**src/rtl/tftp_pkg.sv**
```systemverilog
// ----------------------------------------------------------------------------
// tftp_pkg
// Shared widths, codes, reset values and beat types of the TFTP session block.
// ----------------------------------------------------------------------------
package tftp_pkg;

   localparam int unsigned OP_W            = 16;
   localparam int unsigned BLK_W           = 16;
   localparam int unsigned LEN_W           = 10;
   localparam int unsigned TIMEOUT_W       = 16;
   localparam int unsigned RETRY_W         = 8;
   localparam int unsigned CSR_INDEX_W     = 1;
   localparam int unsigned CSR_DATA_W      = 16;

   localparam int unsigned BLOCK_BYTES_DEF = 512;
   localparam int unsigned HDR_BYTES       = 4;

   localparam logic [TIMEOUT_W-1:0] TIMEOUT_RESET     = TIMEOUT_W'(5000);
   localparam logic [RETRY_W-1:0]   MAX_RETRIES_RESET = RETRY_W'(5);
   localparam logic [RETRY_W-1:0]   RETRY_SAT         = '1;

   localparam logic [OP_W-1:0] OP_RRQ  = OP_W'(1);
   localparam logic [OP_W-1:0] OP_WRQ  = OP_W'(2);
   localparam logic [OP_W-1:0] OP_DATA = OP_W'(3);
   localparam logic [OP_W-1:0] OP_ACK  = OP_W'(4);

   typedef enum logic {
      CMD_PACKET = 1'b0,
      CMD_TICK   = 1'b1
   } cmd_type;

   typedef enum logic [CSR_INDEX_W-1:0] {
      CSR_TIMEOUT     = 1'b0,
      CSR_MAX_RETRIES = 1'b1
   } csr_index_type;

   typedef enum logic [2:0] {
      KIND_NONE   = 3'd0,
      KIND_ERROR  = 3'd1,
      KIND_ACK    = 3'd2,
      KIND_DATA   = 3'd3,
      KIND_RESEND = 3'd4
   } kind_type;

   typedef enum logic [1:0] {
      ERR_ACCESS    = 2'd0,
      ERR_NOT_FOUND = 2'd1,
      ERR_BLOCK     = 2'd2,
      ERR_ILLEGAL   = 2'd3
   } err_type;

   typedef struct packed {
      logic             command;
      logic [OP_W-1:0]  opcode;
      logic [BLK_W-1:0] block;
      logic [LEN_W-1:0] payload_len;
      logic             open_ok;
      logic             read_ok;
      logic [LEN_W-1:0] read_len;
      logic             write_ok;
   } req_item_type;

   typedef struct packed {
      logic [2:0]       kind;
      logic             to_requester;
      logic [1:0]       error_code;
      logic [BLK_W-1:0] block_out;
      logic [LEN_W-1:0] packet_len;
      logic             session_open;
   } rsp_item_type;

   // Saturate a length at the block size.
   function automatic logic [LEN_W-1:0] clamp_len(input logic [LEN_W-1:0] v,
                                                  input int unsigned limit);
      logic [LEN_W-1:0] r;
      r = v;
      if (int'(v) > int'(limit)) begin
         r = LEN_W'(limit);
      end
      return r;
   endfunction

endpackage

```
**src/rtl/tftp_req_if.sv**
```systemverilog
// ----------------------------------------------------------------------------
// tftp_req_if
// Request channel: one received packet header or one millisecond tick a beat.
// ----------------------------------------------------------------------------
interface tftp_req_if;
   logic                         valid;
   logic                         ready;
   logic                         command;
   logic [tftp_pkg::OP_W-1:0]    opcode;
   logic [tftp_pkg::BLK_W-1:0]   block;
   logic [tftp_pkg::LEN_W-1:0]   payload_len;
   logic                         open_ok;
   logic                         read_ok;
   logic [tftp_pkg::LEN_W-1:0]   read_len;
   logic                         write_ok;

   modport source (
      output valid, command, opcode, block, payload_len, open_ok, read_ok,
             read_len, write_ok,
      input  ready
   );

   modport sink (
      input  valid, command, opcode, block, payload_len, open_ok, read_ok,
             read_len, write_ok,
      output ready
   );
endinterface

```
**src/rtl/tftp_rsp_if.sv**
```systemverilog
// ----------------------------------------------------------------------------
// tftp_rsp_if
// Response channel: one send decision a beat.
// ----------------------------------------------------------------------------
interface tftp_rsp_if;
   logic                         valid;
   logic                         ready;
   logic [2:0]                   kind;
   logic                         to_requester;
   logic [1:0]                   error_code;
   logic [tftp_pkg::BLK_W-1:0]   block_out;
   logic [tftp_pkg::LEN_W-1:0]   packet_len;
   logic                         session_open;

   modport source (
      output valid, kind, to_requester, error_code, block_out, packet_len,
             session_open,
      input  ready
   );

   modport sink (
      input  valid, kind, to_requester, error_code, block_out, packet_len,
             session_open,
      output ready
   );
endinterface

```
**src/rtl/tftp_in_stage.sv**
```systemverilog
// ----------------------------------------------------------------------------
// tftp_in_stage
// Input register: captures a request beat whenever the slot is free or drains.
// ----------------------------------------------------------------------------
module tftp_in_stage (
   input  logic                   clock,
   input  logic                   reset,
   input  logic                   in_valid,
   output logic                   in_ready,
   input  tftp_pkg::req_item_type in_item,
   output logic                   out_valid,
   input  logic                   out_ready,
   output tftp_pkg::req_item_type out_item
);

   logic                   valid_ff;
   logic                   valid_in;
   tftp_pkg::req_item_type item_ff;

   assign in_ready  = !valid_ff || out_ready;
   assign valid_in  = in_ready ? in_valid : valid_ff;
   assign out_valid = valid_ff;
   assign out_item  = item_ff;

   always_ff @(posedge clock) begin
      if (reset) begin
         valid_ff <= 1'b0;
      end else begin
         valid_ff <= valid_in;
      end
   end

   always_ff @(posedge clock) begin
      if (in_ready && in_valid) begin
         item_ff <= in_item;
      end
   end

endmodule

```
**src/rtl/tftp_core.sv**
```systemverilog
// ----------------------------------------------------------------------------
// tftp_core
// Session state, decision logic and response register.
// ----------------------------------------------------------------------------
module tftp_core #(
   parameter int unsigned BLOCK_BYTES = tftp_pkg::BLOCK_BYTES_DEF
) (
   input  logic                                   clock,
   input  logic                                   reset,
   input  logic                                   csr_wr_en,
   input  logic [tftp_pkg::CSR_INDEX_W-1:0]       csr_index,
   input  logic [tftp_pkg::CSR_DATA_W-1:0]        csr_wdata,
   input  logic                                   in_valid,
   output logic                                   in_ready,
   input  tftp_pkg::req_item_type                 in_item,
   output logic                                   out_valid,
   input  logic                                   out_ready,
   output tftp_pkg::rsp_item_type                 out_item
);

   localparam int unsigned LEN_W = tftp_pkg::LEN_W;
   localparam int unsigned BLK_W = tftp_pkg::BLK_W;
   localparam logic [LEN_W-1:0] HDR_LEN  = LEN_W'(tftp_pkg::HDR_BYTES);
   localparam logic [LEN_W-1:0] FULL_LEN = LEN_W'(BLOCK_BYTES + tftp_pkg::HDR_BYTES);

   logic [tftp_pkg::TIMEOUT_W-1:0] timeout_ff;
   logic [tftp_pkg::RETRY_W-1:0]   max_retries_ff;

   logic                           active_ff,     active_in;
   logic                           write_mode_ff, write_mode_in;
   logic [BLK_W-1:0]               block_num_ff,  block_num_in;
   logic [LEN_W-1:0]               last_len_ff,   last_len_in;
   logic [tftp_pkg::RETRY_W-1:0]   retry_ff,      retry_in;
   logic [tftp_pkg::TIMEOUT_W-1:0] idle_ff,       idle_in;

   logic                           rsp_valid_ff;
   tftp_pkg::rsp_item_type         rsp_ff, rsp_in;

   logic                           take;
   logic [LEN_W-1:0]               data_len;
   logic [LEN_W-1:0]               plen;

   assign in_ready  = !rsp_valid_ff || out_ready;
   assign take      = in_valid && in_ready;
   assign out_valid = rsp_valid_ff;
   assign out_item  = rsp_ff;

   assign data_len = LEN_W'(tftp_pkg::clamp_len(in_item.read_len, BLOCK_BYTES) + HDR_LEN);
   assign plen     = tftp_pkg::clamp_len(in_item.payload_len, BLOCK_BYTES);

   always_comb begin
      active_in     = active_ff;
      write_mode_in = write_mode_ff;
      block_num_in  = block_num_ff;
      last_len_in   = last_len_ff;
      retry_in      = retry_ff;
      idle_in       = idle_ff;
      rsp_in        = '0;
      rsp_in.kind   = tftp_pkg::KIND_NONE;

      if (in_item.command == tftp_pkg::CMD_TICK) begin
         if (!active_ff) begin
            idle_in = '0;
         end else if (idle_ff >= timeout_ff) begin
            idle_in = '0;
            if (retry_ff != tftp_pkg::RETRY_SAT) begin
               retry_in = retry_ff + 1'b1;
            end
            rsp_in.kind       = tftp_pkg::KIND_RESEND;
            rsp_in.block_out  = block_num_ff;
            rsp_in.packet_len = last_len_ff;
            if (retry_in > max_retries_ff) begin
               active_in = 1'b0;
            end
         end else begin
            idle_in = idle_ff + 1'b1;
         end
      end else begin
         case (in_item.opcode) inside
            tftp_pkg::OP_RRQ, tftp_pkg::OP_WRQ: begin
               rsp_in.to_requester = 1'b1;
               if (active_ff) begin
                  rsp_in.kind       = tftp_pkg::KIND_ERROR;
                  rsp_in.error_code = tftp_pkg::ERR_ACCESS;
               end else begin
                  block_num_in = BLK_W'(1);
                  if (!in_item.open_ok) begin
                     rsp_in.kind       = tftp_pkg::KIND_ERROR;
                     rsp_in.error_code = tftp_pkg::ERR_NOT_FOUND;
                  end else begin
                     active_in           = 1'b1;
                     retry_in            = '0;
                     idle_in             = '0;
                     last_len_in         = '0;
                     rsp_in.to_requester = 1'b0;
                     if (in_item.opcode == tftp_pkg::OP_WRQ) begin
                        write_mode_in     = 1'b1;
                        block_num_in      = '0;
                        last_len_in       = HDR_LEN;
                        rsp_in.kind       = tftp_pkg::KIND_ACK;
                        rsp_in.packet_len = HDR_LEN;
                     end else begin
                        write_mode_in = 1'b0;
                        if (!in_item.read_ok) begin
                           active_in   = 1'b0;
                           rsp_in.kind = tftp_pkg::KIND_ERROR;
                        end else begin
                           last_len_in       = data_len;
                           rsp_in.kind       = tftp_pkg::KIND_DATA;
                           rsp_in.block_out  = BLK_W'(1);
                           rsp_in.packet_len = data_len;
                        end
                     end
                  end
               end
            end
            tftp_pkg::OP_ACK: begin
               if (!active_ff || write_mode_ff) begin
                  rsp_in.kind         = tftp_pkg::KIND_ERROR;
                  rsp_in.to_requester = 1'b1;
                  rsp_in.error_code   = tftp_pkg::ERR_ACCESS;
               end else if (in_item.block != block_num_ff) begin
                  rsp_in.kind         = tftp_pkg::KIND_ERROR;
                  rsp_in.to_requester = 1'b1;
                  rsp_in.error_code   = tftp_pkg::ERR_BLOCK;
               end else if (last_len_ff == FULL_LEN) begin
                  block_num_in = block_num_ff + 1'b1;
                  if (!in_item.read_ok) begin
                     active_in   = 1'b0;
                     rsp_in.kind = tftp_pkg::KIND_ERROR;
                  end else begin
                     last_len_in       = data_len;
                     idle_in           = '0;
                     rsp_in.kind       = tftp_pkg::KIND_DATA;
                     rsp_in.block_out  = block_num_in;
                     rsp_in.packet_len = data_len;
                  end
               end else begin
                  // final short block acknowledged: close quietly
                  active_in = 1'b0;
               end
            end
            tftp_pkg::OP_DATA: begin
               if (!active_ff || !write_mode_ff) begin
                  rsp_in.kind         = tftp_pkg::KIND_ERROR;
                  rsp_in.to_requester = 1'b1;
                  rsp_in.error_code   = tftp_pkg::ERR_ACCESS;
               end else begin
                  if (!in_item.write_ok) begin
                     rsp_in.kind         = tftp_pkg::KIND_ERROR;
                     rsp_in.to_requester = 1'b1;
                     rsp_in.error_code   = tftp_pkg::ERR_ACCESS;
                     active_in           = 1'b0;
                  end else begin
                     block_num_in      = in_item.block;
                     last_len_in       = HDR_LEN;
                     idle_in           = '0;
                     rsp_in.kind       = tftp_pkg::KIND_ACK;
                     rsp_in.block_out  = in_item.block;
                     rsp_in.packet_len = HDR_LEN;
                  end
                  if (int'(plen) < int'(BLOCK_BYTES)) begin
                     active_in = 1'b0;
                  end
               end
            end
            default: begin
               rsp_in.kind         = tftp_pkg::KIND_ERROR;
               rsp_in.to_requester = 1'b1;
               rsp_in.error_code   = tftp_pkg::ERR_ILLEGAL;
            end
         endcase
      end

      rsp_in.session_open = active_in;
   end

   always_ff @(posedge clock) begin
      if (reset) begin
         timeout_ff     <= tftp_pkg::TIMEOUT_RESET;
         max_retries_ff <= tftp_pkg::MAX_RETRIES_RESET;
      end else if (csr_wr_en) begin
         unique case (tftp_pkg::csr_index_type'(csr_index))
            tftp_pkg::CSR_TIMEOUT: begin
               timeout_ff <= csr_wdata[tftp_pkg::TIMEOUT_W-1:0];
            end
            tftp_pkg::CSR_MAX_RETRIES: begin
               max_retries_ff <= csr_wdata[tftp_pkg::RETRY_W-1:0];
            end
            default: begin
               timeout_ff <= timeout_ff;
            end
         endcase
      end
   end

   always_ff @(posedge clock) begin
      if (reset) begin
         active_ff     <= 1'b0;
         write_mode_ff <= 1'b0;
         block_num_ff  <= '0;
         last_len_ff   <= '0;
         retry_ff      <= '0;
         idle_ff       <= '0;
         rsp_valid_ff  <= 1'b0;
      end else begin
         if (take) begin
            active_ff     <= active_in;
            write_mode_ff <= write_mode_in;
            block_num_ff  <= block_num_in;
            last_len_ff   <= last_len_in;
            retry_ff      <= retry_in;
            idle_ff       <= idle_in;
         end
         if (in_ready) begin
            rsp_valid_ff <= in_valid;
         end
      end
   end

   always_ff @(posedge clock) begin
      if (take) begin
         rsp_ff <= rsp_in;
      end
   end

endmodule

```
**src/rtl/tftp_single_session_server.sv**
```systemverilog
// ----------------------------------------------------------------------------
// tftp_single_session_server
// Single-session TFTP server control: one request beat in, one response out.
// ----------------------------------------------------------------------------
// Path: a request beat passes the input register, then decision logic into the
//   response register.
// Throughput: 1 beat per cycle while the response side is ready; the session state is updated as each beat is taken.
// Reset: synchronous; clears the session, both pipeline slots, and loads
//   timeout 5000 ticks and 5 retries.
module tftp_single_session_server #(
   parameter int unsigned BLOCK_BYTES = tftp_pkg::BLOCK_BYTES_DEF
) (
   input  logic                             clock,
   input  logic                             reset,
   tftp_req_if.sink                         req_chan,
   tftp_rsp_if.source                       rsp_chan,
   input  logic                             csr_wr_en,
   input  logic [tftp_pkg::CSR_INDEX_W-1:0] csr_index,
   input  logic [tftp_pkg::CSR_DATA_W-1:0]  csr_wdata
);

   tftp_pkg::req_item_type req_item;
   tftp_pkg::req_item_type stage_item;
   tftp_pkg::rsp_item_type rsp_item;
   logic                   stage_valid;
   logic                   stage_ready;

   assign req_item.command     = req_chan.command;
   assign req_item.opcode      = req_chan.opcode;
   assign req_item.block       = req_chan.block;
   assign req_item.payload_len = req_chan.payload_len;
   assign req_item.open_ok     = req_chan.open_ok;
   assign req_item.read_ok     = req_chan.read_ok;
   assign req_item.read_len    = req_chan.read_len;
   assign req_item.write_ok    = req_chan.write_ok;

   tftp_in_stage u_in_stage (
      .clock     (clock),
      .reset     (reset),
      .in_valid  (req_chan.valid),
      .in_ready  (req_chan.ready),
      .in_item   (req_item),
      .out_valid (stage_valid),
      .out_ready (stage_ready),
      .out_item  (stage_item)
   );

   tftp_core #(
      .BLOCK_BYTES (BLOCK_BYTES)
   ) u_core (
      .clock     (clock),
      .reset     (reset),
      .csr_wr_en (csr_wr_en),
      .csr_index (csr_index),
      .csr_wdata (csr_wdata),
      .in_valid  (stage_valid),
      .in_ready  (stage_ready),
      .in_item   (stage_item),
      .out_valid (rsp_chan.valid),
      .out_ready (rsp_chan.ready),
      .out_item  (rsp_item)
   );

   assign rsp_chan.kind         = rsp_item.kind;
   assign rsp_chan.to_requester = rsp_item.to_requester;
   assign rsp_chan.error_code   = rsp_item.error_code;
   assign rsp_chan.block_out    = rsp_item.block_out;
   assign rsp_chan.packet_len   = rsp_item.packet_len;
   assign rsp_chan.session_open = rsp_item.session_open;

endmodule

```
**src/flat_wrapper.sv**
```systemverilog
// flat-port wrapper written by rule: the top's interface ports become plain ports
module tftp_single_session_server_flat 
#(
   parameter int unsigned BLOCK_BYTES = tftp_pkg::BLOCK_BYTES_DEF
)
  (clock, reset, csr_wr_en, csr_index, csr_wdata, req_chan_valid, req_chan_command, req_chan_opcode, req_chan_block, req_chan_payload_len, req_chan_open_ok, req_chan_read_ok, req_chan_read_len, req_chan_write_ok, req_chan_ready, rsp_chan_valid, rsp_chan_kind, rsp_chan_to_requester, rsp_chan_error_code, rsp_chan_block_out, rsp_chan_packet_len, rsp_chan_session_open, rsp_chan_ready);
  tftp_req_if req_chan_i ();
  tftp_rsp_if rsp_chan_i ();
  input  logic clock;
  input  logic reset;
  input  logic csr_wr_en;
  input  logic [tftp_pkg::CSR_INDEX_W-1:0] csr_index;
  input  logic [tftp_pkg::CSR_DATA_W-1:0] csr_wdata;
  input wire logic [$bits(req_chan_i.valid)-1:0] req_chan_valid;
  input wire logic [$bits(req_chan_i.command)-1:0] req_chan_command;
  input wire logic [$bits(req_chan_i.opcode)-1:0] req_chan_opcode;
  input wire logic [$bits(req_chan_i.block)-1:0] req_chan_block;
  input wire logic [$bits(req_chan_i.payload_len)-1:0] req_chan_payload_len;
  input wire logic [$bits(req_chan_i.open_ok)-1:0] req_chan_open_ok;
  input wire logic [$bits(req_chan_i.read_ok)-1:0] req_chan_read_ok;
  input wire logic [$bits(req_chan_i.read_len)-1:0] req_chan_read_len;
  input wire logic [$bits(req_chan_i.write_ok)-1:0] req_chan_write_ok;
  output wire logic [$bits(req_chan_i.ready)-1:0] req_chan_ready;
  output wire logic [$bits(rsp_chan_i.valid)-1:0] rsp_chan_valid;
  output wire logic [$bits(rsp_chan_i.kind)-1:0] rsp_chan_kind;
  output wire logic [$bits(rsp_chan_i.to_requester)-1:0] rsp_chan_to_requester;
  output wire logic [$bits(rsp_chan_i.error_code)-1:0] rsp_chan_error_code;
  output wire logic [$bits(rsp_chan_i.block_out)-1:0] rsp_chan_block_out;
  output wire logic [$bits(rsp_chan_i.packet_len)-1:0] rsp_chan_packet_len;
  output wire logic [$bits(rsp_chan_i.session_open)-1:0] rsp_chan_session_open;
  input wire logic [$bits(rsp_chan_i.ready)-1:0] rsp_chan_ready;
  assign req_chan_i.valid = req_chan_valid;
  assign req_chan_i.command = req_chan_command;
  assign req_chan_i.opcode = req_chan_opcode;
  assign req_chan_i.block = req_chan_block;
  assign req_chan_i.payload_len = req_chan_payload_len;
  assign req_chan_i.open_ok = req_chan_open_ok;
  assign req_chan_i.read_ok = req_chan_read_ok;
  assign req_chan_i.read_len = req_chan_read_len;
  assign req_chan_i.write_ok = req_chan_write_ok;
  assign req_chan_ready = req_chan_i.ready;
  assign rsp_chan_valid = rsp_chan_i.valid;
  assign rsp_chan_kind = rsp_chan_i.kind;
  assign rsp_chan_to_requester = rsp_chan_i.to_requester;
  assign rsp_chan_error_code = rsp_chan_i.error_code;
  assign rsp_chan_block_out = rsp_chan_i.block_out;
  assign rsp_chan_packet_len = rsp_chan_i.packet_len;
  assign rsp_chan_session_open = rsp_chan_i.session_open;
  assign rsp_chan_i.ready = rsp_chan_ready;
  tftp_single_session_server #(.BLOCK_BYTES(BLOCK_BYTES)) u_core (.clock(clock), .reset(reset), .req_chan(req_chan_i), .rsp_chan(rsp_chan_i), .csr_wr_en(csr_wr_en), .csr_index(csr_index), .csr_wdata(csr_wdata));
endmodule
```
**config.mk**
```make
export PLATFORM = sky130hd
export DESIGN_NAME = tftp_single_session_server_flat
export DESIGN_NICKNAME = d
export VERILOG_FILES = /design/src/rtl/tftp_pkg.sv /design/src/rtl/tftp_req_if.sv /design/src/rtl/tftp_rsp_if.sv /design/src/rtl/tftp_in_stage.sv /design/src/rtl/tftp_core.sv /design/src/rtl/tftp_single_session_server.sv /design/src/flat_wrapper.sv
export SDC_FILE = /design/constraint.sdc
export NUM_CORES = 1
export LEC_CHECK = 0
export ABC_AREA = 1
export BUFFER_PORTS_ARGS = -buffer_cell sky130_fd_sc_hd__buf_4
export CORE_MARGIN = 3
export CORE_UTILIZATION = 59
export CTS_CLUSTER_DIAMETER = 150
export DETAILED_ROUTE_END_ITERATION = 10
export PLACE_DENSITY = 0.78
export SLEW_MARGIN = 15
export SYNTH_ARGS = -nofsm -noshare
export SYNTH_HDL_FRONTEND = slang
export SYNTH_SLANG_ARGS = --single-unit
```
**constraint.sdc**
```tcl
create_clock -name clock -period 3.1 [get_ports clock]
set_input_delay 0.465 -clock clock [delete_from_list [all_inputs] [get_ports clock]]
set_output_delay 0.465 -clock clock [all_outputs]
set_load 0.03 [all_outputs]
```
==> impl_metrics.py, run 1 <==
metrics = {
    "clock_network": {
        "clk_pin_slew_ns": 0.06,
        "cts_setup_buffers": 0,
        "cts_resized": 0,
        "root_buffer": "clkbuf_16",
        "cts_tree": "yes",
        "cts_made_buffers": 17,
        "insertion_delay_ns": 0.42,
        "clock-sinks": 158,
        "cts_max_path_buffers": 2,
        "ctsHtreeMaxLevel": 4,
        "hold_buffers": 0,
    },
    "place": {
        "place.gp.congestion": 0.970,
        "portBuffers": 103,
        "dp.final_hpwl_um": 16100,
    },
    "synth": {
        "synth_top_cells_by_count": "270 x nand2_1, 172 x nor2_1, 131 x inv_1, 85 x nand3_1, 80 x edfxtp_1",
        "yosys_register_bits": 158,
        "synthTopCellsByArea": "edfxtp_1 27%, dfxtp_1 17%, nand2_1 11%",
        "yosys.area.top_type": "edfxtp_1",
        "syn-cell-area_sq_um": 8960,
        "synthSimpleGateAreaFrac_pct": 30.2,
        "synth.most_common_cell": "nand2_1",
        "synth_mux_area_share_pct": 0,
        "synth_top_area_share_pct": 26.8,
        "yosysWarnings": 0,
        "syn_avg_cell_area_sq_um": 7.62,
        "synth-compound-area-share_pct": 9.92,
        "syn_nets": 1284,
        "synth_cell_types": 43,
        "async_flop_share_pct": 0,
        "synthAdderAreaFrac_pct": 4.05,
        "synth-xor-area-share_pct": 3.71,
        "seq_area_frac_synth_pct": 44.2,
        "synth_edf_count": 80,
        "synth_top_family_by_area": "simple AND/OR/NAND/NOR gates",
        "postSynthCellCount": 1177,
        "ys_dominant_reg_cell": "edfxtp_1",
    },
    "sta": {
        "fin_tns_setup_ns": 0,
        "relSlewSlack_pct": 38.8,
        "setup_viol": 0,
        "max_slew.worst_pin.slew_ns": 0.918,
        "rsz0062_at_grt": "no",
        "finalClockSkew_ns": 0.00656,
        "layout_min_cycle_time_ns": 2.66,
        "fmax_ghz": 0.376,
        "fin_crit_sh_pct": 85.7,
        "drv_slew": 0,
        "hold_violations": 0,
    },
    "worst_setup_path": {
        "crit_arrival_ns": 2.97,
        "path_max_fanout": 15,
        "worstSetupPathType": "reg2reg",
        "path_common_cell": "nand2_1",
        "cp_data_required_time_ns": 3.42,
        "critPathSlowestCell": "nand4_1",
        "max_stage_delay_ns": 0.51,
        "endpoint_kind": "flop",
        "crit_chain": "nor2_1 -> nand2_1 -> nor2_1 -> nand2_2 -> inv_1 -> nand2_1 -> nand4_1 -> nand2_1 -> nand2_1 -> nor2_1",
        "crit_buf_inv": 1,
        "startpoint_type": "flop",
        "crit_family": "simple AND/OR/NAND/NOR gates",
    },
    "pwr": {
        "p_per_area_nw_per_um2": 465,
        "leakagePower_nw": 4.73,
        "finalPower_w": 0.00491,
        "vdd_ir_drop_max_mv": 0.402,
    },
    "global_routing": {
        "grt_pass1_vias": 7335,
        "overflow": 0,
        "antenna_found_initial": 0,
        "grtUsageTotal_pct": 26.5,
        "grt_pass1_wl_um": 35200,
        "grt_max_degree": 39,
    },
    "drt": {
        "drt_iter0_drc": 620,
        "ant_nets": 0,
        "finalWirelength_um": 21900,
        "drt-vias-per-instance": 5.43,
        "drcViolationCount": 0,
        "wl_per_cell_um": 14.8,
        "first_pass_iters": 5,
        "vias": 8035,
    },
    "status": {
        "outcome": "finished, final reports clean",
    },
    "floorplanning": {
        "start_util_pct": 61.0,
        "ios": 113,
        "dieArea_sq_um": 16700,
        "rows": 44,
        "core_sq_um": 14700,
        "die_width_um": 129,
        "die_h_um": 129,
    },
    "worst_hold_path": {
        "hp-class": "in2reg",
    },
    "finish": {
        "drive_gt1_share_pct": 16.1,
        "syn2layout_area_growth_pct": 17.6,
        "nets": 1390,
        "num_antenna_cells": 0,
    },
    "flow_run": {
        "maxCapViolCount": 0,
    },
}
## cell usage in the layout, fill, tap and decap left out, types with 4 or more instances in the layout
cell type / instances
nand2_1: 270
nor2_1: 172
inv_1: 130
buf_4: 120
nand3_1: 85
edfxtp_1: 80
dfxtp_1: 78
a21oi_1: 58
o21ai_0: 56
xor2_1: 36
ha_1: 29
nand4_1: 28
nor3_1: 17
clkbuf_16: 17
nand2_2: 13
o22ai_1: 12
inv_2: 11
o211ai_1: 11
a21oi_2: 9
or2_2: 7
nor2_2: 6
nand3b_1: 5
clkinv_2: 4
## cell type report
type                    count  area, sq um
repair buffers            121          921
fillers                  1251         4150
clock buffers              18          439
inverters                 143          537
flip-flops and latches    158         3960
multi-input cells         842         4290
clock inverters            14          164
well taps                 184          230
## per-stage QoR
step / worst slack (ns) / utilization (%) / instance area [sq um] / hold WS (ns) / instances
detailed placement: 0.519 / 67.6 / 9940 / 0.454 / 1448
floorplan: 0.445 / - / 8960 / 0.435 / 1177
global placement: 0.569 / 67.6 / 9940 / 0.452 / 1448
CTS: 0.510 / 71.7 / 10500 / 0.196 / 1480
global route: 0.262 / 71.7 / 10500 / 0.197 / 1480
finish: 0.443 / 71.7 / 10500 / 0.211 / 1480
## metal layers
metal,vias to the layer above,part of all wire (%),track usage [%]
met4,0,1.8,8.34
li1,4067,-,-
met3,33,6.1,5.28
met1,3667,44,35.3
met2,268,48,43.8
met5,-,0,0
## path summary, 6_finish.rpt
path | startpoint | endpoint | slack (ns) | cells after the start
max | u_core.u_in_stage.out_item[44] | u_core.u_core.last_len_ff[3] | 0.44 | 10
min | req_chan_read_len[9] | u_core.u_in_stage.out_item[10] | 0.21 | 1
max reg2reg | u_core.u_in_stage.out_item[44] | u_core.u_core.last_len_ff[3] | 0.44 | 10
min reg2reg | u_core.u_core.max_retries_ff[1] | u_core.u_core.max_retries_ff[1] | 0.46 | 2
## logic make-up after synthesis
| logic type | count (synthesis) |
|---|---|
| buffers and inverters | 177 |
| adders and majority gates | 29 |
| and+or+nand+nor | 618 |
| xor gates and xnor gates | 38 |
| AOI/OAI and AO/OA | 157 |
| DFF | 158 |
## flip-flops by register name, summed over array words and instances (netlist names)
| signal | count |
|---|---|
| u_core.u_in_stage.out_item | 47 |
| u_core.u_core.out_item | 33 |
| u_core.u_core.block_num_ff | 16 |
| u_core.u_core.idle_ff | 16 |
| u_core.u_core.timeout_ff | 16 |
| u_core.u_core.last_len_ff | 10 |
| u_core.u_core.max_retries_ff | 8 |
| u_core.u_core.retry_ff | 8 |
| u_core.u_core.active_ff | 1 |
| u_core.u_core.out_valid | 1 |
| u_core.u_core.write_mode_ff | 1 |
| u_core.u_in_stage.out_valid | 1 |
## where the power goes
group / internal [W] / total [W] / switching, W
combinational: 0.000174 / 0.000449 / 0.000275
clock: 0.00129 / 0.00212 / 0.000838
sequential: 0.00229 / 0.00233 / 0.0000475
total: 0.00375 / 0.00491 / 0.00116
Note: power is estimated with default switching activity, not from simulation.
==> inputs of run 2 (changes only) <==
- BUFFER_PORTS_ARGS: -buffer_cell sky130_fd_sc_hd__buf_4 -> -buffer_cell sky130_fd_sc_hd__buf_2
==> run 2 against run 1 <==
First-iteration DRC count fell by 1.3%. Non-clock buffer count is 4 lower. Worst hold slack got worse by 0.0035 ns. Design area decreased by 3.0%. Count of clock-buffer cells in the layout unchanged. Global-route usage decreased by 0.20 points. Sequential share of layout area increased by 1.2 points. Critical path depth grew 1. Combinational power shrank 7.8%. Sequential power barely moved. Critical endpoint is now u_core.u_core.out_item[12].
==> impl_metrics.py, run 2 (synthesis results as in run 1) <==
metrics = {
    "status": {
        "outcome": "finished, final reports clean",
    },
    "drt": {
        "drt_iter0_drc": 612,
        "drcViolationCount": 0,
        "ant_nets": 0,
        "vias": 7964,
        "drt-vias-per-instance": 5.39,
        "finalWirelength_um": 21500,
        "first_pass_iters": 7,
        "wl_per_cell_um": 14.6,
    },
    "sta": {
        "fmax_ghz": 0.387,
        "hold_violations": 0,
        "finalClockSkew_ns": 0.00990,
        "layout_min_cycle_time_ns": 2.58,
        "rsz0062_at_grt": "no",
        "hold_ws_ns": 0.208,
        "setup_viol": 0,
        "max_slew.worst_pin.slew_ns": 0.722,
        "drv_slew": 0,
        "fin_ws_ns": 0.516,
        "relSlewSlack_pct": 51.6,
        "fin_tns_setup_ns": 0,
        "fin_crit_sh_pct": 83.4,
    },
    "pwr": {
        "seqPwrFrac_pct": 48.8,
        "swShare_pct": 24.6,
        "vdd_ir_drop_max_mv": 0.442,
        "p_per_area_nw_per_um2": 468,
        "switching_power_w": 0.00118,
        "p_int_w": 0.00361,
        "clkPwrFrac_pct": 42.6,
        "comb_power_share_pct": 8.6,
        "finalPower_w": 0.00479,
        "leakagePower_nw": 4.60,
    },
    "worst_setup_path": {
        "path_max_fanout": 9,
        "worstReg2RegStart": "u_core.u_in_stage.out_item[40]",
        "endpoint_kind": "flop",
        "worst-r2r-cell-count": 11,
        "cp_data_required_time_ns": 3.34,
        "reg2reg_slack_ns": 0.52,
        "crit_arrival_ns": 2.82,
        "r2r-end": "u_core.u_core.out_item[12]",
        "startpoint_type": "flop",
        "worstSetupPathType": "reg2reg",
    },
    "finish": {
        "drive_gt1_share_pct": 15.8,
        "final_area_sq_um": 10200,
        "layout_commonest_cell": "nand2_1",
        "largest_reg_flops": 47,
        "syn2layout_area_growth_pct": 14.1,
        "final_cell_mix": "270 x nand2_1, 172 x nor2_1, 130 x inv_1, 103 x buf_2, 85 x nand3_1",
        "nets": 1386,
    },
    "floorplanning": {
        "core_sq_um": 14700,
        "rows": 44,
        "die_h_um": 129,
        "ios": 113,
        "dieArea_sq_um": 16700,
        "die_width_um": 129,
        "start_util_pct": 61.0,
    },
    "clock_network": {
        "cts_resized": 0,
        "ctsHtreeMaxLevel": 4,
        "cts_setup_buffers": 0,
        "cts_max_path_buffers": 2,
        "root_buffer": "clkbuf_16",
        "cts_made_buffers": 17,
        "insertion_delay_ns": 0.43,
        "clk_pin_slew_ns": 0.06,
        "hold_buffers": 0,
        "clock-sinks": 158,
        "cts_tree": "yes",
    },
    "global_routing": {
        "grt_util_met1_pct": 35.0,
        "grtUsageTotal_pct": 26.3,
        "grt_max_degree": 47,
        "busiest_layer": "met2",
        "antenna_found_initial": 1,
        "met3_usage_pct": 5.23,
        "overflow": 0,
        "grt_pass1_wl_um": 34900,
        "grt.met2_usage_pct": 43.4,
        "grt_pass1_vias": 7447,
    },
    "worst_hold_path": {
        "holdCritStartpoint": "req_chan_opcode[13]",
        "hp-class": "in2reg",
        "whs_endpoint": "u_core.u_in_stage.out_item[52]",
        "hold_depth": 1,
    },
    "place": {
        "dp.final_hpwl_um": 15600,
        "place.gp.congestion": 0.937,
        "dp_slack_ns": 0.515,
        "portBuffers": 103,
        "dpl-instance-area_sq_um": 9660,
    },
    "flow_run": {
        "maxCapViolCount": 0,
    },
}
run 2: final cells by class:
cell class,instances,area [sq um]
well taps,184,230
repair buffers,117,633
clock inverters,14,144
flip-flops and latches,158,3960
diodes,1,2.50
fillers,1239,4470
clock buffers,18,429
inverters,143,537
multi-input cells,842,4290
run 2: worst max-delay path by stage:
stage | from | end | cells after the start
floorplan | u_core.u_core.out_valid | u_core.u_core.idle_ff[3] | 8
global placement | u_core.u_core.retry_ff[1] | u_core.u_core.out_item[0] | 14
detailed placement | u_core.u_core.retry_ff[1] | u_core.u_core.out_item[0] | 14
CTS | u_core.u_core.retry_ff[1] | u_core.u_core.out_item[0] | 14
global route | u_core.u_core.retry_ff[1] | u_core.u_core.active_ff | 16
finish | u_core.u_in_stage.out_item[40] | u_core.u_core.out_item[12] | 11
run 2: power groups by stage:
stage / clock network [W] / logic (W) / registers, W
finish: 0.00204 / 0.000414 / 0.00233
global placement: 0 / 0.000400 / 0.00238
CTS: 0.00207 / 0.000415 / 0.00233
floorplan: 0 / 0.000243 / 0.00241
global route: 0.00214 / 0.000471 / 0.00234
detailed placement: 0 / 0.000410 / 0.00238
run 2: metal layers:
metal / vias to the layer above / part of all wire [%]
met5: - / 0
met4: 0 / 1.9
met3: 35 / 5.9
met2: 257 / 48
met1: 3605 / 45
li1: 4067 / -
run 2: stage by stage:
step | utilization, % | std cells
after floorplan | - | 1177
after global placement | 65.7 | 1444
after detailed placement | 65.7 | 1444
after CTS | 69.6 | 1476
after global routing | 69.6 | 1477
final | 69.6 | 1477
run 2: worst max-delay path, stage by stage, from the launching register on:
cell and delay [ns]:
edfxtp_1 0.42, nor2_1 0.17, inv_1 0.06, nand2_1 0.08
inv_2 0.06, nand3_4 0.12, inv_2 0.06, nor2_2 0.23
inv_1 0.17, a21oi_2 0.38, nand2_1 0.36, o22ai_1 0.29
